File: src/sv/clld_pkg.sv
// Shared constants and controller/datapath interface types for the CR LF line deframer.
// Depends on nothing; every other file of the block refers to it by scoped names.
package clld_pkg;

  localparam int MAX_CMD_LENGTH = 64;
  localparam int LINE_CAP = MAX_CMD_LENGTH - 1;
  localparam int CNT_W = $clog2(LINE_CAP + 1);
  localparam int ADDR_W = (LINE_CAP > 1) ? $clog2(LINE_CAP) : 1;

  localparam logic [7:0] BYTE_CR = 8'h0D;
  localparam logic [7:0] BYTE_LF = 8'h0A;

  typedef struct packed {
    logic load_byte;
    logic set_pending;
    logic clr_pending;
    logic put_cr;
    logic put_byte;
    logic clr_line;
    logic rd_start;
    logic rd_en;
    logic out_load;
  } clld_cmd_t;

  typedef struct packed {
    logic pending;
    logic is_cr;
    logic is_lf;
    logic line_empty;
    logic overflow;
    logic out_busy;
    logic rd_last;
  } clld_status_t;

endpackage

File: src/sv/clld_datapath.sv
// Datapath of the CR LF line deframer: received-word register, line memory, count,
// flags, read index and the output register. Depends on clld_pkg.
module clld_datapath (
  input  logic                 clk,
  input  logic                 rst_n,
  input  clld_pkg::clld_cmd_t  cmd,
  output clld_pkg::clld_status_t st,
  input  logic [7:0]           in_rx_byte,
  output logic                 out_valid,
  input  logic                 out_ready,
  output logic [7:0]           out_cmd_byte,
  output logic                 out_is_last
);

  logic [7:0] line_mem [clld_pkg::LINE_CAP];
  logic [7:0] mem_q_r;
  logic [7:0] byte_r;
  logic [clld_pkg::CNT_W-1:0] count_r, count_nxt;
  logic [clld_pkg::CNT_W-1:0] idx_r, idx_nxt;
  logic pending_r, pending_nxt;
  logic ovf_r, ovf_nxt;
  logic out_valid_r, out_valid_nxt;
  logic [7:0] out_byte_r;
  logic out_last_r;
  logic put;
  logic full;
  logic wr_en;
  logic [7:0] wr_data;

  assign put = cmd.put_cr | cmd.put_byte;
  assign full = (count_r == clld_pkg::CNT_W'(clld_pkg::LINE_CAP));
  assign wr_en = put && !ovf_r && !full;
  assign wr_data = cmd.put_cr ? clld_pkg::BYTE_CR : byte_r;

  always_comb begin
    count_nxt = count_r;
    ovf_nxt = ovf_r;
    pending_nxt = pending_r;
    idx_nxt = idx_r;
    out_valid_nxt = out_valid_r;
    if (wr_en) begin
      count_nxt = count_r + 1'b1;
    end
    if (put && !ovf_r && full) begin
      ovf_nxt = 1'b1;
    end
    if (cmd.clr_line) begin
      count_nxt = '0;
      ovf_nxt = 1'b0;
    end
    if (cmd.clr_pending) begin
      pending_nxt = 1'b0;
    end
    if (cmd.set_pending) begin
      pending_nxt = 1'b1;
    end
    if (cmd.rd_start) begin
      idx_nxt = '0;
    end else if (cmd.out_load) begin
      idx_nxt = idx_r + 1'b1;
    end
    if (cmd.out_load) begin
      out_valid_nxt = 1'b1;
    end else if (out_ready) begin
      out_valid_nxt = 1'b0;
    end
  end

  always_ff @(posedge clk) begin
    if (!rst_n) begin
      count_r <= '0;
      ovf_r <= 1'b0;
      pending_r <= 1'b0;
      idx_r <= '0;
      out_valid_r <= 1'b0;
    end else begin
      count_r <= count_nxt;
      ovf_r <= ovf_nxt;
      pending_r <= pending_nxt;
      idx_r <= idx_nxt;
      out_valid_r <= out_valid_nxt;
    end
  end

  always_ff @(posedge clk) begin
    if (cmd.load_byte) begin
      byte_r <= in_rx_byte;
    end
    if (cmd.out_load) begin
      out_byte_r <= mem_q_r;
      out_last_r <= st.rd_last;
    end
  end

  always_ff @(posedge clk) begin
    if (wr_en) begin
      line_mem[count_r[clld_pkg::ADDR_W-1:0]] <= wr_data;
    end
    if (cmd.rd_en) begin
      mem_q_r <= line_mem[idx_r[clld_pkg::ADDR_W-1:0]];
    end
  end

  assign st.pending = pending_r;
  assign st.is_cr = (byte_r == clld_pkg::BYTE_CR);
  assign st.is_lf = (byte_r == clld_pkg::BYTE_LF);
  assign st.line_empty = (count_r == '0);
  assign st.overflow = ovf_r;
  assign st.out_busy = out_valid_r && !out_ready;
  assign st.rd_last = ((idx_r + 1'b1) == count_r);

  assign out_valid = out_valid_r;
  assign out_cmd_byte = out_byte_r;
  assign out_is_last = out_last_r;

endmodule

File: src/sv/clld_ctrl.sv
// Controller of the CR LF line deframer: sequences the handling of one received word
// and the read-out of a finished line. Depends on clld_pkg.
module clld_ctrl (
  input  logic                   clk,
  input  logic                   rst_n,
  input  logic                   in_valid,
  output logic                   in_ready,
  input  clld_pkg::clld_status_t st,
  output clld_pkg::clld_cmd_t    cmd
);

  typedef enum logic [2:0] {
    S_IDLE,
    S_EVAL,
    S_BYTE,
    S_RD,
    S_LOAD
  } state_t;

  state_t state_r, state_nxt;

  assign in_ready = (state_r == S_IDLE);

  always_comb begin
    cmd = '0;
    state_nxt = state_r;
    case (state_r)
      S_IDLE: begin
        if (in_valid) begin
          cmd.load_byte = 1'b1;
          state_nxt = S_EVAL;
        end
      end
      S_EVAL: begin
        if (st.pending) begin
          cmd.clr_pending = 1'b1;
          if (st.is_lf) begin
            if (!st.overflow && !st.line_empty) begin
              cmd.rd_start = 1'b1;
              state_nxt = S_RD;
            end else begin
              cmd.clr_line = 1'b1;
              state_nxt = S_IDLE;
            end
          end else begin
            cmd.put_cr = 1'b1;
            state_nxt = S_BYTE;
          end
        end else begin
          if (st.is_cr) begin
            cmd.set_pending = 1'b1;
          end else begin
            cmd.put_byte = 1'b1;
          end
          state_nxt = S_IDLE;
        end
      end
      S_BYTE: begin
        if (st.is_cr) begin
          cmd.set_pending = 1'b1;
        end else begin
          cmd.put_byte = 1'b1;
        end
        state_nxt = S_IDLE;
      end
      S_RD: begin
        cmd.rd_en = 1'b1;
        state_nxt = S_LOAD;
      end
      S_LOAD: begin
        if (!st.out_busy) begin
          cmd.out_load = 1'b1;
          if (st.rd_last) begin
            cmd.clr_line = 1'b1;
            state_nxt = S_IDLE;
          end else begin
            state_nxt = S_RD;
          end
        end
      end
      default: begin
        state_nxt = S_IDLE;
      end
    endcase
  end

  always_ff @(posedge clk) begin
    if (!rst_n) begin
      state_r <= S_IDLE;
    end else begin
      state_r <= state_nxt;
    end
  end

endmodule

File: src/sv/crlf_line_deframer_unit.sv
// Top level of the CR LF line deframer: joins the controller and the datapath.
// Depends on clld_pkg, clld_ctrl and clld_datapath.
//
// Received bytes are gathered into a 63-byte line memory until CR LF ends the line; a
// lone CR counts as a line byte, empty lines give nothing and overlong lines are
// dropped. Each received word passes S_IDLE and S_EVAL, plus S_BYTE when a held CR
// turns out to be a line byte, since the line memory has a single write port. On CR
// LF a stored line is read out word by word in two steps (memory read, then output
// register load, which waits on a busy output); the input stays closed until the last
// word is loaded; it may then wait at the output while a new received word is taken.
module crlf_line_deframer_unit (
  input  logic       clk,
  input  logic       rst_n,
  input  logic       in_valid,
  output logic       in_ready,
  input  logic [7:0] in_rx_byte,
  output logic       out_valid,
  input  logic       out_ready,
  output logic [7:0] out_cmd_byte,
  output logic       out_is_last
);

  clld_pkg::clld_cmd_t    cmd;
  clld_pkg::clld_status_t st;

  clld_ctrl u_ctrl (
    .clk      (clk),
    .rst_n    (rst_n),
    .in_valid (in_valid),
    .in_ready (in_ready),
    .st       (st),
    .cmd      (cmd)
  );

  clld_datapath u_dp (
    .clk          (clk),
    .rst_n        (rst_n),
    .cmd          (cmd),
    .st           (st),
    .in_rx_byte   (in_rx_byte),
    .out_valid    (out_valid),
    .out_ready    (out_ready),
    .out_cmd_byte (out_cmd_byte),
    .out_is_last  (out_is_last)
  );

  a_one_word_at_a_time: assert property (@(posedge clk) disable iff (!rst_n)
    in_valid && in_ready |=> !in_ready)
    else $error("input accepted again before the previous word was handled");

  a_readout_only_valid_line: assert property (@(posedge clk) disable iff (!rst_n)
    cmd.rd_start |-> !st.overflow && !st.line_empty)
    else $error("read-out started for an empty or dropped line");

  a_last_word_ends_readout: assert property (@(posedge clk) disable iff (!rst_n)
    cmd.out_load && st.rd_last |=> in_ready && st.line_empty)
    else $error("line not cleared after its last word was loaded");

  a_no_load_over_pending_word: assert property (@(posedge clk) disable iff (!rst_n)
    cmd.out_load |-> !(out_valid && !out_ready))
    else $error("output register overwritten while its word waits");

endmodule
File: config.mk
export PLATFORM = sky130hd
export DESIGN_NAME = crlf_line_deframer_unit
export DESIGN_NICKNAME = d
export VERILOG_FILES = /design/src/sv/clld_pkg.sv /design/src/sv/clld_datapath.sv /design/src/sv/clld_ctrl.sv /design/src/sv/crlf_line_deframer_unit.sv
export SDC_FILE = /design/constraint.sdc
export NUM_CORES = 1
export LEC_CHECK = 0
export BUFFER_PORTS_ARGS = -buffer_cell sky130_fd_sc_hd__clkbuf_2
export CAP_MARGIN = 20
export CORE_ASPECT_RATIO = 1.5
export CORE_UTILIZATION = 50
export DETAILED_ROUTE_END_ITERATION = 16
export GPL_ROUTABILITY_DRIVEN = 0
export PLACE_DENSITY_LB_ADDON = 0.1
export SLEW_MARGIN = 20
export SYNTH_ARGS = -nofsm -noshare
export SYNTH_HDL_FRONTEND = slang
export SYNTH_SLANG_ARGS = --single-unit
export TNS_END_PERCENT = 10
File: constraint.sdc
create_clock -name clk -period 3.59 [get_ports clk]
set_clock_uncertainty 0.1 [all_clocks]
set_input_delay 0.359 -clock clk [delete_from_list [all_inputs] [get_ports clk]]
set_output_delay 0.359 -clock clk [all_outputs]
set_load 0.02 [all_outputs]
Word level (Yosys, flattened, before mapping)
Memory sizes are Yosys's and may differ from the RTL's. A register that Yosys moved wholly into a read port is not among the register bits. Cells that the tools add are included. W data, S select, Z words.

Add/subtract/negate cells: 2. Equality and inequality tests: 10. Mux-type cells: 36. Bitwise operators: 2. Reductions and logical operators: 16.

Operator list (count): $mux W1 (21); $eq A8 B4 Y1 const B (2); $add A6 B1 Y6 const B (2); $mux W2 (6); $mux W3 (4); $pmux W3 S4 (1); $mux W8 (1); $eq A3 B2 Y1 const B (2); $eq A6 B6 Y1 (1); $eq A6 B6 Y1 const B (1); $logic_not A6 Y1 (1); $pmux W1 S2 (3); $logic_and A1 B1 Y1 (5); $logic_not A1 Y1 (4); $ne A2 B2 Y1 const B (2); $reduce_bool A2 Y1 (2); $reduce_or A2 Y1 (2); $eq A3 B1 Y1 const B (1); $eq A3 B3 Y1 const B (1); $logic_not A3 Y1 (1); $reduce_and A2 Y1 (1); $not A1 Y1 (1); $or A1 B1 Y1 (1).

Bits in registers: 35. Memory bits (writable): 504. Input port bits: 12. Word-level logic and storage cells: 76. Memories: 1.

Memory list: u_dp.line_mem (words 63, width 8, read ports 1, clocked after memory_dff 1, wr ports 1, line clld_datapath.sv:15) `logic [7:0] line_mem [clld_pkg::LINE_CAP];`.

Logic depth before layout (Yosys ltp)
Gate-level depths: netlist (run 1).

Depth after elaboration: 9. Mapped depth: 10. Depth with buffers taken out: 7.

Modules after synthesis
From an unflattened synthesis (run 1), not the netlist that was laid out.

Cell total of the unflattened synthesis: 1146. Area, all modules: 21921.0 sq um.

Modules (own cells, without submodules): clld_datapath (times used 1, cells each 1113, area each 21660.8 sq um); clld_ctrl (times used 1, cells each 33, area each 260.2 sq um).

Worst setup path before layout (run 1)
Ideal clock, no wire load.

Path kind: flip-flop to flip-flop. Start: register u_dp.byte_r[6]. End: memory u_dp.line_mem[0][1], data pin. Setup time: 0.364 ns. Arrival time: 2.183 ns. Slack: 0.942 ns. Cell stages (with the launch flop): 4. Path buffers: 0. Cells stage by stage: edfxtp_1 -> or4b_4 -> o31ai_4 -> and2_1.

Cells in the longest elaborated chain, start to end: 5.

RTL lines: from (decl) (line clld_datapath.sv:17) `logic [7:0] byte_r;`; from (signal assigned) (line clld_datapath.sv:87) `byte_r <= in_rx_byte;`; $eq A8 B4 Y1 (line clld_datapath.sv:106) `assign st.is_lf = (byte_r == clld_pkg::BYTE_LF);`; $mux W1 (line clld_ctrl.sv:37) `if (st.is_lf) begin`; $mux W2 (line clld_ctrl.sv:35) `if (st.pending) begin`; $mux W2 (line clld_ctrl.sv:27) `case (state_r)`; $mux W8 (line clld_datapath.sv:33) `assign wr_data = cmd.put_cr ? clld_pkg::BYTE_CR : byte_r;`; named net u_dp.wr_data[1] (line clld_datapath.sv:28) `logic [7:0] wr_data;`; to (decl) (line clld_datapath.sv:15).

The timed path passes the listed nets, and every way through them passes these cells.

Final worst setup path (run 1)
Start: register u_dp.byte_r[3]. End: memory u_dp.line_mem[32][1], enable pin.

Cells in the longest elaborated chain, start to end: 9. Elaborated cells on any way between the ends: 13. Classes of those cells: eq/ne: 2; mux: 8; bitwise: 1; reduce/logical: 2.

RTL lines: $eq A8 B4 Y1, on equally long branches (line clld_datapath.sv:105, clld_datapath.sv:106); $mux W1, on equally long branches (line clld_ctrl.sv:50, clld_ctrl.sv:59, clld_ctrl.sv:37); $mux W1 / $mux W2 (equally long branches) (line clld_ctrl.sv:35); $pmux W1 S2 / $mux W2 (equally long branches) (line clld_ctrl.sv:27); $or A1 B1 Y1 * (line clld_datapath.sv:30) `assign put = cmd.put_cr | cmd.put_byte;`; $logic_and A1 B1 Y1 * (2 in series) (line clld_datapath.sv:32) `assign wr_en = put && !ovf_r && !full;`; $mux W1 * (line clld_datapath.sv:96) `if (wr_en) begin`; $mux W1 (not written as such) * (line clld_datapath.sv:97) `line_mem[count_r[clld_pkg::ADDR_W-1:0]] <= wr_data;`.

Mark *: on every way between the ends. The rest lies on a longest branch, timed or not.

==> results of run 1 <==
## metrics by stage
stage          hold slack [ps]  cell area [sq um]
5_1_grt                   24.2              24900
4_1_cts                  0.588              24900
3_3_place_gp               309              23000
2_1_floorplan              300              22000
6_report                  27.5              24900
3_5_place_dp               314              23000
## cells by family (layout without fill, tap and decap cells)
kind of cell | after synthesis | in the layout
flip-flops | 547 | 547
buffers and inverters | 78 | 205
multiplexers | 193 | 193
AND/OR/NAND/NOR | 209 | 209
XOR/XNOR | 10 | 10
adder cells (fa/ha/maj) | 3 | 3
AO/OA/AOI/OAI | 147 | 147
## registers in the layout, summed over array words and instances, names as in the netlist, 3 cells and up
register and cells:
u_dp.count_r 6, u_dp.line_mem 504, u_dp.idx_r 6, u_dp.byte_r 8
u_dp.out_cmd_byte 8, u_dp.mem_q_r 8, u_ctrl.state_r 3
## metal layers
metal	up-vias	wire length [um]	global-route usage, %
met1	5869	21600	31.4
met5	-	0	0
met4	0	1510	7.77
li1	4979	-	-
met3	66	2050	2.66
met2	294	25300	39.1
## cells in the final DEF, fill, tap and decap left out, types with 15 or more instances in the layout
master     Yosys  layout
mux4_2        83      83
clkbuf_16      0      53
a211oi_1      21      21
clkbuf_2       0      22
buf_4         17      61
o21ai_0       32      32
mux2i_1      100     100
nand3_1       15      15
nor2_1        79      79
a21oi_1       16      16
nand2_1       26      26
dfxtp_1       18      15
edfxtp_1     529     529
## critical path, cell delays in order (launching register included)
cell and delay, ps:
edfxtp_1 380, or4b_4 260, nor4_4 60, o31ai_2 840, nand4_2 460, nor2_1 700
## final timing paths
| path | to | slack, ps | depth (start not counted) |
|---|---|---|---|
| worst max-delay path | u_dp.line_mem[32][1] | 420 | 5 |
| worst min-delay path | u_dp.out_valid | 30 | 3 |
| worst max register to register | u_dp.line_mem[32][1] | 420 | 5 |
| worst min register to register | u_dp.out_cmd_byte[3] | 330 | 0 |
## cell type report
class	instances	area (sq um)	share of cell area, %
Sequential cell	547	16300	65.4
Multi-Input combinational cell	562	5270	21.2
Clock buffer	62	1360	5.47
Timing Repair Buffer	102	858	3.45
Tap cell	570	713	2.87
Clock inverter	32	378	1.52
Inverter	9	33.8	0.136
## power groups by stage
stage | sequential (mW) | combinational [mW] | clock [mW]
6_report | 7.03 | 0.239 | 5.62
5_1_grt | 7.03 | 0.258 | 5.95
4_1_cts | 7.03 | 0.244 | 5.72
3_5_place_dp | 7.17 | 0.236 | 0
3_3_place_gp | 7.17 | 0.230 | 0
2_1_floorplan | 7.18 | 0.112 | 0
==> results.txt, run 1 <==
Num rows - 93
Finish-stage setup viols - 0
Top-count cell post-synth - edfxtp_1
FFs w/ async S/R, synth - 0%
Gate power share - 1.9%
Adder-cell share of the synthesized area - 0.171%
Slew margin rel. - 33.2%
Core Util, Final - 57.6%
Die footprint - 44,800 sq um
Cells after Synth - 1,187
Main flop type after synthesis - edfxtp_1
Number of global-route vias before repair - 11,400
Hold buffers post-CTS - 9
Post-Synth XOR/XNOR Area - 0.399%
Max Slew Vio Count - 0
Syn. warnings - 0
Post-route non-filler standard cell count - 1,884
Simple-gate area share of the yosys netlist - 5.16%
Clk_lat worst skew - 570 ps
Slew @ Worst Pin - 996 ps
Largest area contributor in the netlist - edfxtp_1
Core box area - 43,200 sq um
DIE HEIGHT - 259 um
Clock buffer depth - 3
Routed WL per cell - 26.8 um
Initial antenna violation count - 0
Tot GR Track Use - 23.1%
Min Clock Period, post-route - 3170 ps
RSZ-0062 raised after global routing - no
Peak VDD IR - 395 uV
Top post-synthesis cells by area - edfxtp_1 (72%), mux4_2 (8.5%), mux2i_1 (4.6%), dfxtp_1 (1.6%), nor2_1 (1.4%)
CTS resizes - 0
CTS Root Cell - clkbuf_16
Tcrit/Tclk final - 88.4%
Reg power frac - 54.6%
Vias - 11,200
HP Class - in2reg
CTS tree - done
Largest net degree at the start of global routing - 64
IO buf count - 22
GRT overflow - 0
Post-detail-place hpwl - 32,200 um
Area delta synth->final - 13.2%
Max Cap Violations - 0
Crit path capture type - flip-flop
Synth cell types - 68
Final Hold Vio Count - 0
Clock power frac - 43.6%
CP max FO - 13
Die X - 173 um
Worst path required time - 3690 ps
Post-synthesis mux area share - 13.6%
Switching share of total power - 19.2%
Compound-gate portion of the synthesized area - 4.64%
Critical Path Start Type - flip-flop
IO Count - 23
Mapped Nets - 1,202
Share of cells above drive strength 1 - 22.6%
DP Worst Slack - 413 ps
Int Pwr - 10.4 mW
Worst r2r src - u_dp.byte_r[3]
Fmax - 315 MHz
Fillers - 3,293
WL final - 50,500 um
Hold Path Origin - out_ready
Starting DRT DRC Count - 1,207
Clk sinks - 547
First-pass GRT wire length - 75,600 um
Inst Count DP - 1,781
Final Total Pwr - 12.9 mW
Mean Syn Cell Area - 18.5 sq um
Final ANT Viol Nets - 0
H-tree Lvls - 2
Synth cell count leaders - edfxtp_1 (529), mux2i_1 (100), mux4_2 (83), nor2_1 (79), o21ai_0 (32)
NumNets Final - 1,287
Initial Utilization - 50.9%
Clock slew at reported path FFs - 70 ps
Pwr Density - 518 nW/um^2
Outcome - finished clean
Synth top area share - 72.3%
Worst setup path start - u_dp.byte_r[3]
Diode count - 0
Pleak - 7.58 nW
DRC - 0
Post-CTS Repair Setup Buffers - 0
Critical Path AT - 3270 ps
Setup TNS - 0 ps
Final worst slack - 418 ps
Largest family of logic cells by synthesized area - multiplexers
Area of the mapped netlist - 22,000 sq um
DRT Pass-1 Iters - 7
TritonCTS buffer count - 50
Vias/cell - 5.95
Sw power - 2.48 mW
Number of synthesized flops with an enable pin - 529
Yosys reg bits - 547
Crit Path Class - reg2reg
Post-synthesis sequential area ratio - 74.0%
(Power assumes the default switching activity.)
==> inputs of run 2 (changes only) <==
Settings changed: CAP_MARGIN 20 to 25, PLACE_DENSITY from default to 0.63, PLACE_DENSITY_LB_ADDON 0.1 to default, SETUP_SLACK_MARGIN from default to 0.15.
==> run 2 against run 1 <==
Final cell count is 0.27% lower. Clock power is 6.0% lower. Maximum frequency is 3.4% higher. Count of clock-buffer cells in the layout is 4 lower. Critical path type unchanged. Largest cell class unchanged.
==> results.txt, run 2 (same netlist as run 1, synthesis figures left out) <==
Outcome - finished clean
Worst path required time - 3690 ps (about the same)
Tot GR Track Use - 23.4% (+0.32 points)
Crit path capture type - flip-flop
Setup TNS - 0 ps (unchanged)
Vias - 11,300 (+1.2%)
Share of cells above drive strength 1 - 22.2% (-0.37 points)
Final ANT Viol Nets - 0 (unchanged)
TritonCTS buffer count - 48 (-4.0%)
RSZ-0062 raised after global routing - no
NumNets Final - 1,287 (unchanged)
H-tree Lvls - 2 (unchanged)
Critical Path Start Type - flip-flop
Finish-stage setup viols - 0 (unchanged)
Pwr Density - 508 nW/um^2 (-2.1%)
Clock buffer depth - 3 (unchanged)
WL final - 51,600 um (+2.2%)
Routed wl met2 - 27,200 um (+7.3%)
Fillers - 3,229 (-1.9%)
Pleak - 7.52 nW (-0.77%)
GRT overflow - 0 (unchanged)
Initial Utilization - 50.9% (unchanged)
Post-route non-filler standard cell count - 1,879 (-0.27%)
Number of global-route vias before repair - 11,500 (+0.54%)
Fmax - 326 MHz (+3.4%)
Clk_lat worst skew - 580 ps (about the same)
Clock slew at reported path FFs - 60 ps (about the same)
DRC - 0 (unchanged)
Area delta synth->final - 12.6%
IO buf count - 22 (unchanged)
IO Count - 23 (unchanged)
Max Slew Vio Count - 0 (unchanged)
DRT Pass-1 Iters - 6 (-1)
Die X - 173 um (unchanged)
Crit Path Class - reg2reg
Die footprint - 44,800 sq um (unchanged)
Clk sinks - 547 (unchanged)
Post-detail-place hpwl - 33,600 um (+4.5%)
First-pass GRT wire length - 76,000 um (+0.53%)
Vias/cell - 6.04 (+1.5%)
CP max FO - 13 (unchanged)
DIE HEIGHT - 259 um (unchanged)
Starting DRT DRC Count - 1,176 (-2.6%)
HP Class - in2reg
Routed WL per cell - 27.5 um (+2.5%)
Critical Path AT - 3170 ps (-100 ps)
Commonest non-fill, non-tap cells in the layout - edfxtp_1 (529), mux2i_1 (100), mux4_2 (83), nor2_1 (79), buf_4 (63)
Metal-1 WL - 20,200 um (-6.5%)
Core box area - 43,200 sq um (unchanged)
Largest register FFs - 504 (unchanged)
Commonest non-fill, non-tap cell in the layout - edfxtp_1
Slew margin rel. - 42.9% (+9.7 points)
Peak VDD IR - 426 uV (+7.7%)
Tcrit/Tclk final - 85.5% (-2.9 points)
Diode count - 0 (unchanged)
Worst-case hold slack - 32.0 ps (+4.48 ps)
Largest net degree at the start of global routing - 64 (unchanged)
Final Hold Vio Count - 0 (unchanged)
Initial antenna violation count - 0 (unchanged)
CTS tree - done
Max Cap Violations - 0 (unchanged)
Min Clock Period, post-route - 3070 ps (-104 ps)
Slew @ Worst Pin - 835 ps (-160 ps)
Num rows - 93 (unchanged)
Metal3 WL - 2270 um (+11%)
Top routing layer used - met4
CTS Root Cell - clkbuf_16
Inst Count DP - 1,783 (+0.11%)
## run 2: repair_timing
item / 4_1_cts / 5_1_grt
setup buffers: 0 / 0
resized for setup: 0 / 1
hold buffers: 9 / 0
endpoints found under the hold margin: 9 / 0
setup endpoints to repair: 0 / 80
## run 2: area by class of cell
cell class / instances / area, sq um / area share [%]
multi-input cells: 562 / 5280 / 21.3
inverters: 9 / 33.8 / 0.137
repair buffers: 104 / 873 / 3.53
clock buffers: 58 / 1240 / 5.01
flip-flops and latches: 547 / 16300 / 65.7
well taps: 570 / 713 / 2.88
clock inverters: 29 / 347 / 1.40
## run 2: routing by layer
metal | vias up | track usage [%]
li1 | 4976 | -
met1 | 5928 | 29.3
met2 | 341 | 41.7
met3 | 96 | 2.83
met4 | 0 | 9.24
met5 | - | 0
## run 2: path summary, 6_finish.rpt
check                          from              endpoint  slack [ps]  cells past startpoint
setup / recovery  u_ctrl.state_r[2]   u_dp.line_mem[9][1]         520                      6
hold / removal            out_ready        u_dp.out_valid          30                      3
setup reg to reg  u_ctrl.state_r[2]   u_dp.line_mem[9][1]         520                      6
hold reg to reg     u_dp.mem_q_r[2]  u_dp.out_cmd_byte[2]         380                      0
## run 2: critical path, stage by stage (launching register included)
cell and delay [ps]:
dfxtp_1 420, and4bb_1 510, o31ai_4 180, o31ai_4 190, nand4_1 380, buf_4 320
nor2_1 580
## run 2: where the power goes
part	switching, mW	internal, mW	leakage (nW)
clock network	2.24	3.03	0.768
logic	0.191	0.0591	1.84
registers	0.0113	7.02	4.91
total	2.45	10.1	7.52
## run 2: metrics by stage
stage	setup WS, ps	power [mW]	area (sq um)	utilization (%)
after floorplan	942	7.29	22000	-
after global placement	290	7.41	23100	53.4
after detailed placement	219	7.42	23100	53.4
after CTS	219	12.6	24700	57.3
after global routing	368	12.9	24700	57.3
final	522	12.6	24700	57.3
==> inputs of run 3 (changes only) <==
Settings changed: ABC_AREA from default to 1, PLACE_DENSITY 0.63 to 0.66.
Clock period 3.59 ns to 2.6 ns, I/O delays scaled along.
==> run 3 against run 2 <==
Maximum frequency increased by 24%. Final cell count increased by 45%. Design area increased by 5.3%. Highest routed layer unchanged. Critical path type unchanged.
==> results.txt, run 3 <==
CTS tree - done
Clk sinks - 547 (unchanged)
Area of the mapped netlist - 22,700 sq um (+3.5%)
DIE HEIGHT - 263 um (+1.7%)
Post-synthesis sequential area ratio - 71.4% (-2.5 points)
Die X - 176 um (+1.7%)
Number of global-route vias before repair - 15,700 (+36%)
DRT Pass-1 Iters - 6 (unchanged)
Max Cap Violations - 0 (unchanged)
Final Hold Vio Count - 0 (unchanged)
Largest register FFs - 504 (unchanged)
Worst path required time - 2770 ps (-920 ps)
Commonest non-fill, non-tap cell in the layout - edfxtp_1
Peak VDD IR - 609 uV (+43%)
Slew margin rel. - 47.5% (+4.6 points)
Critical Path AT - 2650 ps (-520 ps)
First-pass GRT wire length - 90,800 um (+20%)
Syn. warnings - 0 (unchanged)
Pleak - 9.27 nW (+23%)
Vias - 15,600 (+37%)
GRT overflow - 0 (unchanged)
Top routing layer used - met4
Crit Path Class - reg2reg
Die footprint - 46,400 sq um (+3.5%)
Starting DRT DRC Count - 1,488 (+27%)
Diode count - 0 (unchanged)
RSZ-0062 raised after global routing - yes
Vias/cell - 5.71 (-5.3%)
IO Count - 23 (unchanged)
Slew @ Worst Pin - 784 ps (-51.0 ps)
WL final - 59,700 um (+16%)
Synth cell count leaders - edfxtp_1 (529), nor2_1 (484), nand2_1 (275), o21ai_0 (204), nand3_1 (168)
NumNets Final - 2,121 (+65%)
Max Slew Vio Count - 0 (unchanged)
Routed wl met2 - 30,000 um (+10%)
Critical Path Start Type - flip-flop
Crit path capture type - flip-flop
Largest area contributor in the netlist - edfxtp_1
DP Area - 24,400 sq um (+5.8%)
Fmax - 403 MHz (+24%)
HP Class - in2reg
Largest net degree at the start of global routing - 101 (+58%)
Initial Utilization - 50.7% (-0.13 points)
Synth top area share - 69.9% (-2.5 points)
Metal3 WL - 3600 um (+59%)
Clock buffer depth - 3 (unchanged)
Synth cell types - 37 (-46%)
Num rows - 95 (+2.2%)
Routed WL per cell - 21.9 um (-20%)
IO buf count - 22 (unchanged)
Pwr Density - 657 nW/um^2 (+29%)
CP max FO - 8 (-5)
Mean Syn Cell Area - 11.4 sq um (-38%)
Tcrit/Tclk final - 95.5% (+10 points)
Outcome - finished clean
Fillers - 3,569 (+11%)
Metal-1 WL - 22,500 um (+11%)
Clk_lat worst skew - 580 ps (about the same)
Inst Count DP - 2,623 (+47%)
Number of synthesized flops with an enable pin - 529 (unchanged)
Tot GR Track Use - 26.2% (+2.8 points)
Post-detail-place hpwl - 36,900 um (+9.6%)
Setup TNS - 0 ps (unchanged)
Min Clock Period, post-route - 2480 ps (-584 ps)
TritonCTS buffer count - 48 (unchanged)
Share of cells above drive strength 1 - 11.9% (-10 points)
Mapped Nets - 2,013 (+67%)
CTS Root Cell - clkbuf_16
FFs w/ async S/R, synth - 0% (unchanged)
Main flop type after synthesis - edfxtp_1
Clock slew at reported path FFs - 70 ps (about the same)
Cells after Synth - 1,998 (+68%)
Area delta synth->final - 14.6%
DRC - 0 (unchanged)
Initial antenna violation count - 1 (+1)
Finish-stage setup viols - 0 (unchanged)
Top post-synthesis cells by area - edfxtp_1 (70%), nor2_1 (8.0%), nand2_1 (4.5%), o21ai_0 (4.5%), nand3_1 (3.7%)
Core box area - 44,800 sq um (+3.8%)
Final ANT Viol Nets - 0 (unchanged)
Post-route non-filler standard cell count - 2,726 (+45%)
Top-count cell post-synth - edfxtp_1
Yosys reg bits - 547 (unchanged)
Commonest non-fill, non-tap cells in the layout - edfxtp_1 (529), nor2_1 (479), nand2_1 (273), o21ai_0 (204), nand3_1 (168)
Final instance area - 26,100 sq um (+5.3%)
H-tree Lvls - 2 (unchanged)
[run 3: cell count changes in the layout (fill, tap and decap cells not counted), sizes merged, moves of 11 or more]
cell,delta
a211oi,-21
a22oi,-12
buf,+59
inv,+76
mux2i,-100
mux4,-83
nand2,+251
nand3,+156
nor2,+400
o211ai,+22
o21ai,+186
o22ai,-11
[run 3: logic make-up (layout without fill, tap and decap cells)]
kind of cell	after synthesis	after routing	share of synthesized area, %
simple gates	969	969	17.8
flops	547	547	71.4
compound gates	282	282	6.64
buf+inv	194	340	3.81
fa+ha+maj	3	3	0.165
xor+xnor	3	3	0.116
[run 3: worst max-delay path: stages, from the launching register on]
cell	delay (ps)
dfxtp_1	400
inv_1	200
nor2_1	70
inv_1	170
nor2_2	70
inv_2	130
nand3_4	160
clkinv_8	130
nand4_4	330
nor2_1	220
buf_4	190
[run 3: stage by stage]
stage          power [mW]  setup slack (ps)  hold slack (ps)  util, %
2_1_floorplan        10.1              -495              259        -
3_3_place_gp         10.3               217              305     54.4
3_5_place_dp         10.3               176              310     54.4
4_1_cts              17.2               153              288     58.1
5_1_grt              17.5              25.2              318     58.1
6_report             17.1               116              311     58.1
[run 3: area by class of cell]
| cell class | count | area (sq um) | area share, % |
|---|---|---|---|
| clock buffer | 64 | 1280 | 4.92 |
| clock inverter | 24 | 230 | 0.884 |
| inverter | 86 | 345 | 1.33 |
| multi-input combinational | 1257 | 5680 | 21.8 |
| sequential | 547 | 16300 | 62.4 |
| tap | 582 | 728 | 2.79 |
| timing repair buffer | 166 | 1530 | 5.89 |
[run 3: worst paths after layout]
check	start	to	cells past startpoint	slack (ps)
setup / recovery	u_dp.count_r[5]	u_dp.line_mem[28][2]	10	120
hold / removal	in_rx_byte[2]	u_dp.byte_r[2]	2	310
setup reg to reg	u_dp.count_r[5]	u_dp.line_mem[28][2]	10	120
hold reg to reg	u_dp.mem_q_r[2]	u_dp.out_cmd_byte[2]	0	320
[run 3: layer usage]
metal	vias up	track usage [%]
met3	198	3.41
met4	0	14.8
met1	7527	31.5
li1	7164	-
met5	-	0
met2	689	45.1
[run 3: report_power, final]
part	switching, mW	internal [mW]
Combinational	0.346	0.112
Clock	3.09	3.88
Sequential	0.0108	9.70
Total	3.44	13.7
[run 3: timing repair]
action / CTS / global route
gates resized for setup: 0 / 4
hold buffers: 12 / 0
hold endpoints to repair: 20 / 0
buffers inserted: 0 / 3
setup endpoints to repair: 0 / 544
